==> src/sv/tpt_pkg.sv <==
// ----------------------------------------------------------------------------
// Transposition table package
// Types, sizes and score helpers shared by the table modules.
// ----------------------------------------------------------------------------
`default_nettype none

package tpt_pkg;

    localparam int ENTRIES   = 65536;
    localparam int MAX_DEPTH = 128;
    localparam int ADDR_W    = $clog2(ENTRIES);
    localparam int DEPTH_CAP = (MAX_DEPTH - 1 < 127) ? MAX_DEPTH - 1 : 127;

    localparam logic [14:0] MATE_TH_RESET = 15'd31000;

    localparam logic [1:0] CMD_PROBE = 2'd0;
    localparam logic [1:0] CMD_STORE = 2'd1;
    localparam logic [1:0] CMD_CLEAR = 2'd2;

    localparam logic [1:0] BND_UPPER = 2'd0;
    localparam logic [1:0] BND_LOWER = 2'd1;
    localparam logic [1:0] BND_EXACT = 2'd2;

    typedef struct packed {
        logic [1:0]         command;
        logic [63:0]        key;
        logic [31:0]        move_in;
        logic signed [15:0] score_in;
        logic [1:0]         bound_in;
        logic [6:0]         depth_in;
        logic [6:0]         ply;
        logic signed [15:0] alpha;
        logic signed [15:0] beta;
    } t_in_item;

    typedef struct packed {
        logic               hit;
        logic [31:0]        move_out;
        logic signed [15:0] score_out;
        logic               score_valid;
        logic               usable;
    } t_out_item;

    typedef struct packed {
        logic [63:0]        key;
        logic [31:0]        move;
        logic signed [16:0] score;
        logic [6:0]         depth;
        logic [1:0]         bound;
    } t_slot;

    typedef enum logic {
        ST_SWEEP,
        ST_READY
    } t_state;

    typedef struct packed {
        logic              busy;
        logic              we;
        logic [ADDR_W-1:0] addr;
    } t_sweep;

    // mate scores move away from zero by ply on store
    function automatic logic signed [16:0] store_score(
        input logic signed [15:0] s,
        input logic [6:0]         ply,
        input logic [14:0]        th
    );
        logic signed [16:0] se;
        logic signed [16:0] th_s;
        logic signed [16:0] p;
        se   = {s[15], s};
        th_s = {2'b00, th};
        p    = {10'd0, ply};
        if (se >= th_s) begin
            return se + p;
        end else if (se <= -th_s) begin
            return se - p;
        end
        return se;
    endfunction

    // undo the mate adjustment, then saturate to +/-32767
    function automatic logic signed [15:0] probe_score(
        input logic signed [16:0] s,
        input logic [6:0]         ply,
        input logic [14:0]        th
    );
        logic signed [17:0] se;
        logic signed [17:0] th_s;
        logic signed [17:0] p;
        logic signed [17:0] a;
        se   = {s[16], s};
        th_s = {3'b000, th};
        p    = {11'd0, ply};
        if (se >= th_s) begin
            a = se - p;
        end else if (se <= -th_s) begin
            a = se + p;
        end else begin
            a = se;
        end
        if (a > 18'sd32767) begin
            return 16'sd32767;
        end else if (a < -18'sd32767) begin
            return -16'sd32767;
        end
        return a[15:0];
    endfunction

endpackage

`default_nettype wire

==> src/sv/tpt_clear_seq.sv <==
// ----------------------------------------------------------------------------
// Table clear sequencer
// Walks every slot once after reset and after a clear command, writing zero.
// ----------------------------------------------------------------------------
`default_nettype none

module tpt_clear_seq
    import tpt_pkg::*;
(
    input  wire logic i_clk,
    input  wire logic i_rst_n,
    input  wire logic i_clear,
    output t_sweep    o_ctl
);

    t_state            r_state;
    t_state            n_state;
    logic [ADDR_W-1:0] r_addr;
    logic [ADDR_W-1:0] n_addr;

    always_ff @(posedge i_clk) begin
        if (!i_rst_n) begin
            r_state <= ST_SWEEP;
            r_addr  <= '0;
        end else begin
            r_state <= n_state;
            r_addr  <= n_addr;
        end
    end

    always_comb begin
        n_state = r_state;
        n_addr  = r_addr;
        case (r_state)
            ST_SWEEP: begin
                n_addr = r_addr + 1'b1;
                if (r_addr == ADDR_W'(ENTRIES - 1)) begin
                    n_state = ST_READY;
                    n_addr  = '0;
                end
            end
            ST_READY: begin
                if (i_clear) begin
                    n_state = ST_SWEEP;
                    n_addr  = '0;
                end
            end
            default: begin
                n_state = ST_SWEEP;
                n_addr  = '0;
            end
        endcase
    end

    always_comb begin
        o_ctl.addr = r_addr;
        case (r_state)
            ST_SWEEP: begin
                o_ctl.busy = 1'b1;
                o_ctl.we   = 1'b1;
            end
            ST_READY: begin
                o_ctl.busy = 1'b0;
                o_ctl.we   = 1'b0;
            end
            default: begin
                o_ctl.busy = 1'b1;
                o_ctl.we   = 1'b0;
            end
        endcase
    end

endmodule

`default_nettype wire

==> config.mk <==
export PLATFORM = sky130hd
export DESIGN_NAME = tpt_clear_seq
export DESIGN_NICKNAME = d
export VERILOG_FILES = /design/src/sv/tpt_pkg.sv /design/src/sv/tpt_clear_seq.sv
export SDC_FILE = /design/constraint.sdc
export NUM_CORES = 1
export LEC_CHECK = 0
export BUFFER_PORTS_ARGS = -buffer_cell sky130_fd_sc_hd__buf_2
export CORE_ASPECT_RATIO = 0.8
export CORE_MARGIN = 4
export CORE_UTILIZATION = 35
export DETAILED_ROUTE_END_ITERATION = 10
export PLACE_DENSITY = 0.61
export SLEW_MARGIN = 0
export SYNTH_ARGS = -nofsm -noshare
export SYNTH_HDL_FRONTEND = slang
export SYNTH_SLANG_ARGS = --single-unit
==> constraint.sdc <==
create_clock -name i_clk -period 2.6 [get_ports i_clk]
set_input_delay 0.13 -clock i_clk [delete_from_list [all_inputs] [get_ports i_clk]]
set_output_delay 0.13 -clock i_clk [all_outputs]
set_load 0.02 [all_outputs]
# Word level (Yosys, flattened, before mapping)
# Index checks and enable logic that the tools add are counted.
[op_classes]
addsub = 1
eq_ne = 2
mux = 7
bitwise_logic = 1
[ops]
columns = ["cell", "n"]
rows = [
  ["2-to-1 mux 16 bit", 2],
  ["one-hot mux 16 bit (2 select lines)", 1],
  ["adder 16 x 1 -> 16 bit, second input constant", 1],
  ["equality test 16 bit, second input constant", 1],
  ["one-hot mux 2 bit (2 select lines)", 1],
  ["2-to-1 mux 1 bit", 2],
  ["!= test 2 bit, second input constant", 1],
  ["one-hot mux 1 bit (2 select lines)", 1],
  ["inverter 1 bit", 1],
]
[totals]
register_bits = 17
inputBits = 3
wordCells = 13

# Longest topological paths before layout
[logic_depth]
depth_word = 3
mapped_depth = 7
mapped_depth_nobuf = 6

# Least setup slack after synthesis
# No wires, ideal clock.
[synth_path]
kind = "register -> register"
startpoint = "register r_addr[0]"
endpoint = "register r_addr[2]"
setup_ns = 0.142
arrival_ns = 1.519
required_time_ns = 2.458
path_slack_ns = 0.939
path_stages_with_launch = 8
path_buffers = 1
cell_sequence = "dfxtp_1 ha_1 nand4_1 nor4_4 nor2_1 buf_2 a21oi_1 a31oi_1"
[synth_via]
elab_chain_cells = 3
word_cells_on_any_way = 4
[synth_rtl]
columns = ["item", "line_no", "text"]
rows = [
  ["start, declared", "tpt_clear_seq.sv:18", "logic [ADDR_W-1:0] r_addr;"],
  ["start signal, assigned", "tpt_clear_seq.sv:27", "r_addr <= n_addr;"],
  ["adder 16 x 1 -> 16 bit / equality test 16 bit (equally long branches)", "tpt_clear_seq.sv:36, tpt_clear_seq.sv:37", ""],
  ["2-to-1 mux 16 bit (*)", "tpt_clear_seq.sv:37", "if (r_addr == ADDR_W'(ENTRIES - 1)) begin"],
  ["one-hot mux 16 bit (2 select lines) (*)", "tpt_clear_seq.sv:34", "case (r_state)"],
]
# Every way passes the cells marked *; elsewhere a longest branch is shown, timed or not.
# A chain may end at the register's enable or synchronous reset.

# Worst setup path after layout
[layout_path]
startpoint = "register r_addr[0]"
endpoint = "register r_addr[15]"
# The elaborated chain is that of the path after synthesis.

==> results.md <==
* Total clock buffers created by CTS at 3
* Count of port buffers added during placement at 20
* Maximum fanout along the worst path at 12
* GRT Residual Overflow at 0
* Std cell rows at 16
* Final period utilization at 70.4%
* Routed via count at 857
* Remaining number of nets flagged by the antenna check after routing at 0
* Cell chosen for the clock root: sky130_fd_sc_hd__clkbuf_4
* Hold Path Class: input pin to flop
* Type of element capturing the critical path: flop
* Initial antenna violation count at 0
* Clock network fraction of design power at slightly below 30%
* CTS Sinks at 17
* Maximum number of buffers from clock root to sink at 2
* Final count of pins violating max slew at 0
* Overall power at 0.499 mW
* Die height at about 53 um
* Switching component of the power at between 0.1 and 0.15 mW
* Fin Hold WS at between 0.1 and 0.15 ns
* Required time of the worst setup path at roughly 2.8 ns
* Startpoint Class: flop
* Cell area after technology mapping at between 800 and 900 sq um
* Routed via count divided by cell count at about 5.3
* Clock latency on the worst-skew pair at 0.30 ns
* Tightest slew margin relative to the limit at 53.0%
* Result of the run: complete, no violations
* Count of pins on the block boundary at 21
* H-tree levels at 1
* Pin count of the biggest net entering global routing at 13
* GP Congestion at between 0.8 and 0.9
* Diode insertion count for antenna repair at 0
* Crit path time final at 1.83 ns
* Initial Utilization at 36.8%
* Peak supply drop at 323 uV
* Delay of the slowest cell on the worst path at 0.55 ns
* Count of hold buffers inserted by post-cts repair at 0
* Full die area at 3450 sq um
* Layout Area Growth over Synthesis at 16.4%
* Setup skew after layout at 0.0136 ns
* Clk pin slew, worst setup/hold paths at around 0.11 ns
* Master of the slowest instance on the critical path: sky130_fd_sc_hd__nor2_1
* Core Box Area at about 2400 sq um
* Async set or reset register ratio after synthesis at 0%
* CTS-repair resized insts at 0
* Fraction of the yosys area taken by sequential cells at 37.9%
* Achievable clock frequency at 546 MHz
* Global-route wire length before repair at 3.79 mm
* Mean area per synthesized cell at around 8.4 sq um
* Top routing layer used: met4
* Via count of the first global-routing pass at 818
* Worst path buffer plus inverter count at 0
* Final Setup Violations at 0
* Buffers inserted by post-CTS timing repair at 0
* Transition time at the pin with the least slew margin at approximately 0.70 ns
* Detailed Route Iter0 Violations at 34
* Estimated wirelength of the detail-placed design at between 1.5 and 2 mm
* Wire length on met3 at 137 um
* WP data arrival at 2.05 ns
* Internal cell power at 0.352 mW
* Sequential group share of total power at slightly below 60%
* Synthesized netlist cell count at 107
* Final total negative setup slack at 0 ns
* Detailed-routing wirelength on met1 at about 1.1 mm
* Cell breakdown of the critical path: ha_1, nand4_1, nor4_4, nor2_1, a21oi_1, a31oi_1
* Number of synthesized flops with an enable pin at 0
* Horizontal die dimension at 64.6 um
* Power per cell area at 477 nW/um^2
* RSZ-0062 raised after global routing: no
* Combinational share of power at a little under an eighth
* Routed length per placed instance at 13.7 um
* CTS tree: built
* Number of nets in the final layout at 131
* Drc violations at 0
* Synth Warn # at 0
* Number of synthesized register bits at 17
* Share of final-layout standard cells stronger than drive strength 1 at roughly a quarter
* Final core utilization at 42.8%
* Delay-heaviest family, CP: simple AND/OR/NAND/NOR gates
* Number of maximum-capacitance constraint violations at 0
* LEAKAGE at ~0.43 nW
* Aggregate routed wire length at about 2.2 mm
* Total routing usage reported by global routing at 14.2%
* First-pass DRT Iterations at 4
* Number of hold-slack violations in the final timing report at 0
* Switching power share of the total at 29.6%
* Amount of wire on met2 after detailed routing at 990 um
* Primary flip-flop cell chosen by synthesis mapping: sky130_fd_sc_hd__dfxtp_1
* Critical setup path kind: flop to flop
* Net count of the mapped netlist at between 100 and 150
* Synth cell types at 39
[cells in the mapped netlist, types with 3 or more instances]
| master | number | area (sq um) |
|---|---|---|
| sky130_fd_sc_hd__a21oi_1 | 7 | 35.0 |
| sky130_fd_sc_hd__a31oi_1 | 6 | 37.5 |
| sky130_fd_sc_hd__dfxtp_1 | 17 | 340 |
| sky130_fd_sc_hd__inv_1 | 3 | 11.3 |
| sky130_fd_sc_hd__nand2_1 | 11 | 41.3 |
| sky130_fd_sc_hd__nand3_1 | 9 | 45.0 |
| sky130_fd_sc_hd__nor2_1 | 8 | 30.0 |
| sky130_fd_sc_hd__o21ai_0 | 3 | 15.0 |
| sky130_fd_sc_hd__o21ai_1 | 4 | 20.0 |
[per-stage QoR]
stage,instances,instance area [sq um],setup slack (ns)
after floorplan,107,898,0.939
after global placement,158,1020,0.935
after detailed placement,158,1020,0.848
after CTS,162,1050,0.771
after global routing,162,1050,0.604
final,162,1050,0.768
[layer usage]
layer  GRT usage (%)  vias up
met5               0        -
met4            3.16        0
met3            5.73        2
met2            21.7       21
met1            18.8      401
li1                -      433
[flip-flops by register name (all words and copies together) (netlist names)]
name / cells
r_addr: 16
r_state: 1
[area by class of cell]
| cell class | instances | area, sq um |
|---|---|---|
| Clock inverter | 1 | 5.00 |
| Multi-Input combinational cell | 81 | 518 |
| Fill cell | 262 | 1400 |
| Clock buffer | 3 | 22.5 |
| Inverter | 4 | 15.0 |
| Timing Repair Buffer | 20 | 100 |
| Sequential cell | 17 | 340 |
| Tap cell | 36 | 45.0 |
[cells by family after synthesis]
logic type,share of synthesized area (%)
and+or+nand+nor,32.6
AOI/OAI and AO/OA,19.5
DFF,37.9
buffers and inverters,4.46
xor gates and xnor gates,1.95
muxes,2.23
adders and majority gates,1.39
[worst paths after layout]
path / cells past startpoint / to / from / slack [ns]
max reg2reg: 6 / r_addr[15] / r_addr[0] / 0.77
min reg2reg: 2 / r_addr[11] / r_addr[11] / 0.52
max: 6 / r_addr[15] / r_addr[0] / 0.77
min: 2 / r_addr[6] / i_rst_n / 0.15
[placed cells by master, fill, tap and decap left out]
master                     count
sky130_fd_sc_hd__buf_2        20
sky130_fd_sc_hd__dfxtp_1      17
sky130_fd_sc_hd__nand2_1      11
sky130_fd_sc_hd__nand3_1       9
sky130_fd_sc_hd__nor2_1        8
sky130_fd_sc_hd__a21oi_1       7
sky130_fd_sc_hd__a31oi_1       6
sky130_fd_sc_hd__o21ai_1       4
sky130_fd_sc_hd__inv_1         3
sky130_fd_sc_hd__o21ai_0       3
sky130_fd_sc_hd__clkbuf_4      3
sky130_fd_sc_hd__nand4_1       2
sky130_fd_sc_hd__and3_1        2
sky130_fd_sc_hd__or3_1         2
sky130_fd_sc_hd__nand2b_1      2
sky130_fd_sc_hd__mux2i_1       2
sky130_fd_sc_hd__xnor2_1       2
sky130_fd_sc_hd__a22o_1        2
sky130_fd_sc_hd__inv_2         1
sky130_fd_sc_hd__nand4_4       1
sky130_fd_sc_hd__nor4_4        1
sky130_fd_sc_hd__nor2_2        1
sky130_fd_sc_hd__and4_1        1
sky130_fd_sc_hd__nor4b_2       1
sky130_fd_sc_hd__nand4b_1      1
sky130_fd_sc_hd__nor3_1        1
sky130_fd_sc_hd__or3_4         1
sky130_fd_sc_hd__a31o_2        1
sky130_fd_sc_hd__a311oi_1      1
sky130_fd_sc_hd__nor3_2        1
sky130_fd_sc_hd__o211ai_1      1
sky130_fd_sc_hd__o211a_1       1
sky130_fd_sc_hd__a22oi_1       1
sky130_fd_sc_hd__nor2b_1       1
sky130_fd_sc_hd__or2_1         1
sky130_fd_sc_hd__and2_1        1
sky130_fd_sc_hd__o31ai_1       1
sky130_fd_sc_hd__ha_1          1
sky130_fd_sc_hd__clkinv_2      1
[power by group through the flow]
stage | logic, mW | clock network [mW] | registers, mW
4_1_cts | 0.0593 | 0.150 | 0.294
3_3_place_gp | 0.0585 | 0 | 0.300
3_5_place_dp | 0.0590 | 0 | 0.300
5_1_grt | 0.0663 | 0.160 | 0.297
6_report | 0.0590 | 0.146 | 0.294
2_1_floorplan | 0.0270 | 0 | 0.311
(Power assumes the default switching activity.)
