<file path="src/sv/tpt_pkg.sv">
// ----------------------------------------------------------------------------
// Transposition table package
// Types, sizes and score helpers shared by the table modules.
// ----------------------------------------------------------------------------
`default_nettype none

package tpt_pkg;

    localparam int ENTRIES   = 65536;
    localparam int MAX_DEPTH = 128;
    localparam int ADDR_W    = $clog2(ENTRIES);
    localparam int DEPTH_CAP = (MAX_DEPTH - 1 < 127) ? MAX_DEPTH - 1 : 127;

    localparam logic [14:0] MATE_TH_RESET = 15'd31000;

    localparam logic [1:0] CMD_PROBE = 2'd0;
    localparam logic [1:0] CMD_STORE = 2'd1;
    localparam logic [1:0] CMD_CLEAR = 2'd2;

    localparam logic [1:0] BND_UPPER = 2'd0;
    localparam logic [1:0] BND_LOWER = 2'd1;
    localparam logic [1:0] BND_EXACT = 2'd2;

    typedef struct packed {
        logic [1:0]         command;
        logic [63:0]        key;
        logic [31:0]        move_in;
        logic signed [15:0] score_in;
        logic [1:0]         bound_in;
        logic [6:0]         depth_in;
        logic [6:0]         ply;
        logic signed [15:0] alpha;
        logic signed [15:0] beta;
    } t_in_item;

    typedef struct packed {
        logic               hit;
        logic [31:0]        move_out;
        logic signed [15:0] score_out;
        logic               score_valid;
        logic               usable;
    } t_out_item;

    typedef struct packed {
        logic [63:0]        key;
        logic [31:0]        move;
        logic signed [16:0] score;
        logic [6:0]         depth;
        logic [1:0]         bound;
    } t_slot;

    typedef enum logic {
        ST_SWEEP,
        ST_READY
    } t_state;

    typedef struct packed {
        logic              busy;
        logic              we;
        logic [ADDR_W-1:0] addr;
    } t_sweep;

    // mate scores move away from zero by ply on store
    function automatic logic signed [16:0] store_score(
        input logic signed [15:0] s,
        input logic [6:0]         ply,
        input logic [14:0]        th
    );
        logic signed [16:0] se;
        logic signed [16:0] th_s;
        logic signed [16:0] p;
        se   = {s[15], s};
        th_s = {2'b00, th};
        p    = {10'd0, ply};
        if (se >= th_s) begin
            return se + p;
        end else if (se <= -th_s) begin
            return se - p;
        end
        return se;
    endfunction

    // undo the mate adjustment, then saturate to +/-32767
    function automatic logic signed [15:0] probe_score(
        input logic signed [16:0] s,
        input logic [6:0]         ply,
        input logic [14:0]        th
    );
        logic signed [17:0] se;
        logic signed [17:0] th_s;
        logic signed [17:0] p;
        logic signed [17:0] a;
        se   = {s[16], s};
        th_s = {3'b000, th};
        p    = {11'd0, ply};
        if (se >= th_s) begin
            a = se - p;
        end else if (se <= -th_s) begin
            a = se + p;
        end else begin
            a = se;
        end
        if (a > 18'sd32767) begin
            return 16'sd32767;
        end else if (a < -18'sd32767) begin
            return -16'sd32767;
        end
        return a[15:0];
    endfunction

endpackage

`default_nettype wire

</file>
<file path="src/sv/tpt_probe_pipe.sv">
// ----------------------------------------------------------------------------
// Probe result pipeline
// Takes the slot read back from the table and forms the probe result.
// ----------------------------------------------------------------------------
`default_nettype none

module tpt_probe_pipe
    import tpt_pkg::*;
(
    input  wire logic        i_clk,
    input  wire logic        i_rst_n,
    input  wire logic        i_probe,
    input  wire t_in_item    i_item,
    input  wire t_slot       i_rd_slot,
    input  wire logic [14:0] i_mate_th,
    output logic             o_strobe,
    output t_out_item        o_result
);

    // stage A: request waits for the RAM read
    logic     r_a_vld;
    t_in_item r_a_req;

    // stage B: key compare and score adjust done
    logic               r_b_vld;
    logic               r_b_hit;
    logic               r_b_valid;
    logic [31:0]        r_b_move;
    logic signed [15:0] r_b_score;
    logic [1:0]         r_b_bound;
    logic signed [15:0] r_b_alpha;
    logic signed [15:0] r_b_beta;

    logic               w_hit;
    logic               w_deep;
    logic signed [15:0] w_score;
    logic               w_usable;

    logic      r_c_vld;
    t_out_item r_c_res;

    always_ff @(posedge i_clk) begin
        if (!i_rst_n) begin
            r_a_vld <= 1'b0;
            r_b_vld <= 1'b0;
            r_c_vld <= 1'b0;
        end else begin
            r_a_vld <= i_probe;
            r_b_vld <= r_a_vld;
            r_c_vld <= r_b_vld;
        end
    end

    always_ff @(posedge i_clk) begin
        if (i_probe) begin
            r_a_req <= i_item;
        end
    end

    assign w_hit   = (i_rd_slot.key == r_a_req.key);
    assign w_deep  = (i_rd_slot.depth >= r_a_req.depth_in);
    assign w_score = probe_score(i_rd_slot.score, r_a_req.ply, i_mate_th);

    always_ff @(posedge i_clk) begin
        if (r_a_vld) begin
            r_b_hit   <= w_hit;
            r_b_valid <= w_hit && w_deep;
            r_b_move  <= w_hit ? i_rd_slot.move : 32'd0;
            r_b_score <= w_score;
            r_b_bound <= i_rd_slot.bound;
            r_b_alpha <= r_a_req.alpha;
            r_b_beta  <= r_a_req.beta;
        end
    end

    // bound code 3 is never usable
    assign w_usable = r_b_valid
                   && ((r_b_bound == BND_EXACT)
                    || (r_b_bound == BND_UPPER && r_b_score <= r_b_alpha)
                    || (r_b_bound == BND_LOWER && r_b_score >= r_b_beta));

    always_ff @(posedge i_clk) begin
        if (r_b_vld) begin
            r_c_res.hit         <= r_b_hit;
            r_c_res.move_out    <= r_b_move;
            r_c_res.score_out   <= r_b_valid ? r_b_score : 16'sd0;
            r_c_res.score_valid <= r_b_valid;
            r_c_res.usable      <= w_usable;
        end
    end

    assign o_strobe = r_c_vld;
    assign o_result = r_c_res;

endmodule

`default_nettype wire

</file>
<file path="config.mk">
export PLATFORM = sky130hd
export DESIGN_NAME = tpt_probe_pipe
export DESIGN_NICKNAME = d
export VERILOG_FILES = /design/src/sv/tpt_pkg.sv /design/src/sv/tpt_probe_pipe.sv
export SDC_FILE = /design/constraint.sdc
export NUM_CORES = 1
export LEC_CHECK = 0
export ABC_AREA = 1
export BUFFER_PORTS_ARGS = -buffer_cell sky130_fd_sc_hd__buf_2
export CORE_ASPECT_RATIO = 1.2
export CORE_MARGIN = 5
export CORE_UTILIZATION = 53
export DETAILED_ROUTE_END_ITERATION = 10
export HOLD_SLACK_MARGIN = 0.05
export PLACE_DENSITY_LB_ADDON = 0.15
export SYNTH_ARGS = -nofsm -noshare
export SYNTH_HDL_FRONTEND = slang
export SYNTH_SLANG_ARGS = --single-unit
</file>
<file path="constraint.sdc">
create_clock -name i_clk -period 4.6 [get_ports i_clk]
set_input_delay 0 -clock i_clk [delete_from_list [all_inputs] [get_ports i_clk]]
set_output_delay 0 -clock i_clk [all_outputs]
set_load 0.03 [all_outputs]
</file>
# == After elaboration in Yosys (flattened, before gate mapping) ==
# Index checks and enable logic that the tools add are counted.
# W data, S select, Z words.
# classes
add_sub_neg,3
magnitude_cmp,7
n_eq_ne,3
n_mux,7
n_reduce_logical,7
# ops
op,count
$eq A64 B64 Y1,1
$mux W16,3
$mux W18,2
$add A17 B8 Y18,1
$gt A18 B16 Y1 const B,1
$le A17 B18 Y1,1
$lt A18 B16 Y1 const B,1
$neg A15 Y18,1
$sub A17 B8 Y18,1
$ge A17 B16 Y1,1
$ge A16 B16 Y1,1
$le A16 B16 Y1,1
$ge A7 B7 Y1,1
$logic_and A1 B1 Y1,4
$eq A2 B1 Y1 const B,1
$eq A2 B2 Y1 const B,1
$logic_not A2 Y1,1
$logic_or A1 B1 Y1,2
$mux W1,2
# totals
ff_bits,248
inputBits,302

# == Depth between registers and ports, before layout ==
# depth
depth_word,8
ltp_mapped,34
ltp_nobuf,33

# == Worst setup path after synthesis ==
# Ideal clock, no wire load.
# synth_timing
path_kind,in2reg
startpoint,in i_mate_th[1]
endpoint,reg r_b_score[6] (data pin)
setup_time_ps,256
arrival_ps,3126
slack_ps,1219
path_stages,31
n_path_buf,2
path_cell_list,inv_1 -> ha_1 -> nand3_1 -> nor3_1 -> nand2_1 -> nor2_1 -> nand3_1 -> nor2_1 -> nand3_1 -> xor2_1 -> ha_1 -> nand2_1 -> nor2_1 -> nand2_1 -> nor2_1 -> nor2_1 -> nand2_1 -> nand2_2 -> nand3_4 -> buf_6 -> o21bai_1 -> nand2_1 -> nor2_1 -> nand2_1 -> nor2_1 -> nand3_1 -> nand2_2 -> nand2_4 -> buf_6 -> nand2_1 -> nand2_1
# synth_between
elab_chain_cells,8
elab_cells_between_ends,11
classes_between,1 x add/sub; 4 x order compare; 6 x mux
# synth_rtl
element,line_no,rtl
from (decl),tpt_probe_pipe.sv:15,"input wire logic [14:0] i_mate_th,"
$neg A15 Y18,tpt_pkg.sv:98,end else if (se <= -th_s) begin
$le A17 B18 Y1,tpt_pkg.sv:98,
$mux W18,tpt_pkg.sv:98,
$mux W18 (*),tpt_pkg.sv:96,if (se >= th_s) begin
$lt A18 B16 Y1,tpt_pkg.sv:105,end else if (a < -18'sd32767) begin
$mux W1,tpt_pkg.sv:105,
$mux W1,tpt_pkg.sv:103,if (a > 18'sd32767) begin
$mux W16 (*),tpt_pkg.sv:108,return a[15:0];
net w_score[6],tpt_probe_pipe.sv:36,logic signed [15:0] w_score;
to (signal assigned),tpt_probe_pipe.sv:69,r_b_score <= w_score;
to (decl),tpt_probe_pipe.sv:29,logic signed [15:0] r_b_score;
# Mark *: on every way through the listed nets, which the timed path passes. The rest lies on a longest branch.
# A chain may end at the register's enable or synchronous reset.

# == Worst setup path after layout ==
# layout_timing
startpoint,in i_mate_th[1]
endpoint,reg r_b_score[11] (data pin)
# The elaborated chain is that of the path after synthesis.

==> results.sh <==
export IMPL_io_buffers=301
export IMPL_die_area_um2=27000
export IMPL_final_cell_area_um2=16800
export IMPL_wirelength_um=30800
export IMPL_slew_viol_final=0
export IMPL_drv_cap=0
export IMPL_seq_area_frac_synth_pct=58.9
export IMPL_route_vias_total=9825
export IMPL_power_mw=5.66
export IMPL_syn_avg_cell_area_um2=10.6
export IMPL_h_tree_depth=1
export IMPL_initial_core_util_pct=54.1
export IMPL_fmax_mhz=279
export IMPL_p_leak_nw=7.77
export IMPL_slowest_delay_ns=0.32
export IMPL_final_setup_viol_count=0
export IMPL_wire_per_inst_um=15.5
export IMPL_numCtsBuffers=26
export IMPL_crit_top_cell="nand2_1"
export IMPL_clkLatencyLatePin_ns=0.54
export IMPL_fin_ws_ns=1.02
export IMPL_clk_pin_slew_ns=0.06
export IMPL_slowest_stage="nand3_4"
export IMPL_finalHoldViolCount=0
export IMPL_first_pass_iters=6
export IMPL_finalCritPeriodShare_pct=77.8
export IMPL_path_delay_family="simple AND/OR/NAND/NOR gates"
export IMPL_synthFlopType="edfxtp_1"
export IMPL_grt_first_pass_wirelength_um=48100
export IMPL_startpoint_type="input pin"
export IMPL_worstPathRequired_ns=4.87
export IMPL_skew_ns=0.0202
export IMPL_grt_usage_pct=22.4
export IMPL_vdd_ir_drop_max_uv=349
export IMPL_path_buf_inv=4
export IMPL_synth_nets=1575
export IMPL_synth_edf_count=245
export IMPL_pin_count=354
export IMPL_hp_class="in -> reg"
export IMPL_cts_resized_gates=0
export IMPL_area_growth_pct=33.3
export IMPL_crit_path_max_fanout=24
export IMPL_die_h_um=179
export IMPL_drive_above_1_share_pct=22.0
export IMPL_syn_area_um2=12600
export IMPL_crit_type="in -> reg"
export IMPL_cp_end_kind="register"
export IMPL_drtAntennaViolNets=0
export IMPL_synth_async_sr_flop_share_pct=0
export IMPL_grt_pass1_vias=10095
export IMPL_power_density_cell_area_nw_per_um2=337
export IMPL_dieWidth_um=151
export IMPL_grt_max_degree=86
export IMPL_drt_iter0_drc=606
export IMPL_dpl_cell_area_um2=14400
export IMPL_dp_hpwl_um=20900
export IMPL_crit_arrival_ns=3.85
export IMPL_synth_distinct_cells=36
export IMPL_drt_vias_per_instance=4.95
export IMPL_grt_overflow=0
export IMPL_final_nets=2035
export IMPL_place_ws_ns=0.464
export IMPL_drcViolationCount=0
export IMPL_status="completed"
export IMPL_utilization_pct=72.1
export IMPL_gp_congestion=0.899
export IMPL_fin_setup_tns_ns=0
export IMPL_synth_cells=1185
export IMPL_synth_seq_cells=248
export IMPL_layout_min_cycle_time_ns=3.58
export IMPL_core_um2=23300
export IMPL_cts_tree="yes"
export IMPL_yosys_warnings=0
export IMPL_clkSinkCount=248
export IMPL_core_rowCount=61
export IMPL_clock_path_buffers=3
export IMPL_tightest_slew_ns=1.16
export IMPL_rsz0062_at_grt="false"
export IMPL_clockRootBuffer="clkbuf_16"
export IMPL_antenna_found_initial=3
export IMPL_slew_headroom_pct=22.6
final timing paths:
check	start	end	slack (ns)	cells after the start
setup reg to reg	r_a_req[138]	r_b_move[31]	1.46	7
setup / recovery	i_mate_th[1]	r_b_score[11]	1.02	29
hold reg to reg	r_b_move[6]	o_result[24]	0.41	0
hold / removal	i_rd_slot[7]	r_b_valid	0.08	5
per-layer routing:
layer | part of all wire [%] | global-route usage, % | up-vias | wire length, um
met4 | 3.6 | 9.03 | 0 | 1110
li1 | - | - | 4873 | -
met2 | 52 | 40.9 | 354 | 16000
met5 | 0 | 0 | - | 0
met1 | 38 | 25.7 | 4510 | 11600
met3 | 6.8 | 4.05 | 88 | 2090
report_power, final:
part | switching, mW | leakage [nW] | total, mW | internal (mW)
Clock | 0.860 | 0.420 | 2.13 | 1.27
Sequential | 0.0754 | 2.40 | 2.71 | 2.63
Combinational | 0.447 | 4.95 | 0.823 | 0.376
placed cells by master (no fill, tap or decap), types with 26 or more instances in the layout:
master / Yosys / routed
a21oi_1: 38 / 38
nand3_1: 55 / 55
edfxtp_1: 245 / 245
ha_1: 86 / 86
xnor2_1: 30 / 30
xor2_1: 50 / 50
buf_2: 7 / 300
nand2_1: 230 / 230
inv_1: 206 / 206
nor2_1: 91 / 91
dlygate4sd3_1: 0 / 150
clkbuf_16: 0 / 26
flip-flops by register name, indices dropped and copies added, names as in the netlist:
signal	cells
r_a_req	110
o_result	51
r_b_move	32
r_b_alpha	16
r_b_beta	16
r_b_score	16
r_b_bound	2
o_strobe	1
r_a_vld	1
r_b_hit	1
r_b_valid	1
r_b_vld	1
layout make-up:
type	count	area, um^2
well taps	315	394
clock inverters	15	200
multi-input cells	708	4280
clock buffers	31	669
flip-flops and latches	248	7420
repair buffers	453	3030
fillers	1635	6490
inverters	208	781
diodes	6	15.0
cells by family after synthesis:
| logic type | after synthesis | synth area share, % |
|---|---|---|
| xor+xnor | 80 | 5.56 |
| fa+ha+maj | 88 | 8.86 |
| buf+inv | 229 | 7.13 |
| simple gates | 450 | 15.5 |
| flops | 248 | 58.9 |
| compound gates | 90 | 4.03 |
Yosys cell counts, types with 3 or more instances:
master / count / share of area, %
clkbuf_1: 10 / 0.30
xor2_1: 50 / 3.5
nor2_1: 91 / 2.7
o21bai_1: 4 / 0.24
a21o_1: 5 / 0.30
a21oi_1: 38 / 1.5
nand2_1: 230 / 6.9
o21ai_0: 22 / 0.87
nor3_1: 16 / 0.64
dfxtp_1: 3 / 0.48
edfxtp_1: 245 / 58
nor4_1: 14 / 0.70
or2_2: 12 / 0.60
buf_2: 7 / 0.28
ha_1: 86 / 8.5
o211ai_1: 3 / 0.18
nand3_1: 55 / 2.2
inv_1: 206 / 6.1
xnor2_1: 30 / 2.1
o21ai_1: 10 / 0.40
buf_6: 4 / 0.36
nand4_1: 20 / 0.99
metrics by stage:
stage | hold slack (ns) | instances
4_1_cts | 0.0622 | 1978
3_3_place_gp | 0.176 | 1782
5_1_grt | 0.113 | 1981
3_5_place_dp | 0.178 | 1782
6_report | 0.0778 | 1984
2_1_floorplan | 0.0935 | 1185
worst register-to-register path: cells and delay by family, from the launching register on:
kind	cells	cell delay [ns]
buffers and inverters	2	1.17
and+or+nand+nor	3	1.08
DFF	1	0.38
xor gates and xnor gates	1	0.18
AOI/OAI and AO/OA	1	0.14
timing repair:
item	in CTS	in global routing
hold buffers	150	0
endpoints found under the hold margin	150	0
setup endpoints to repair	0	0
buffers inserted	0	0
Note: power is estimated with default switching activity, not from simulation.
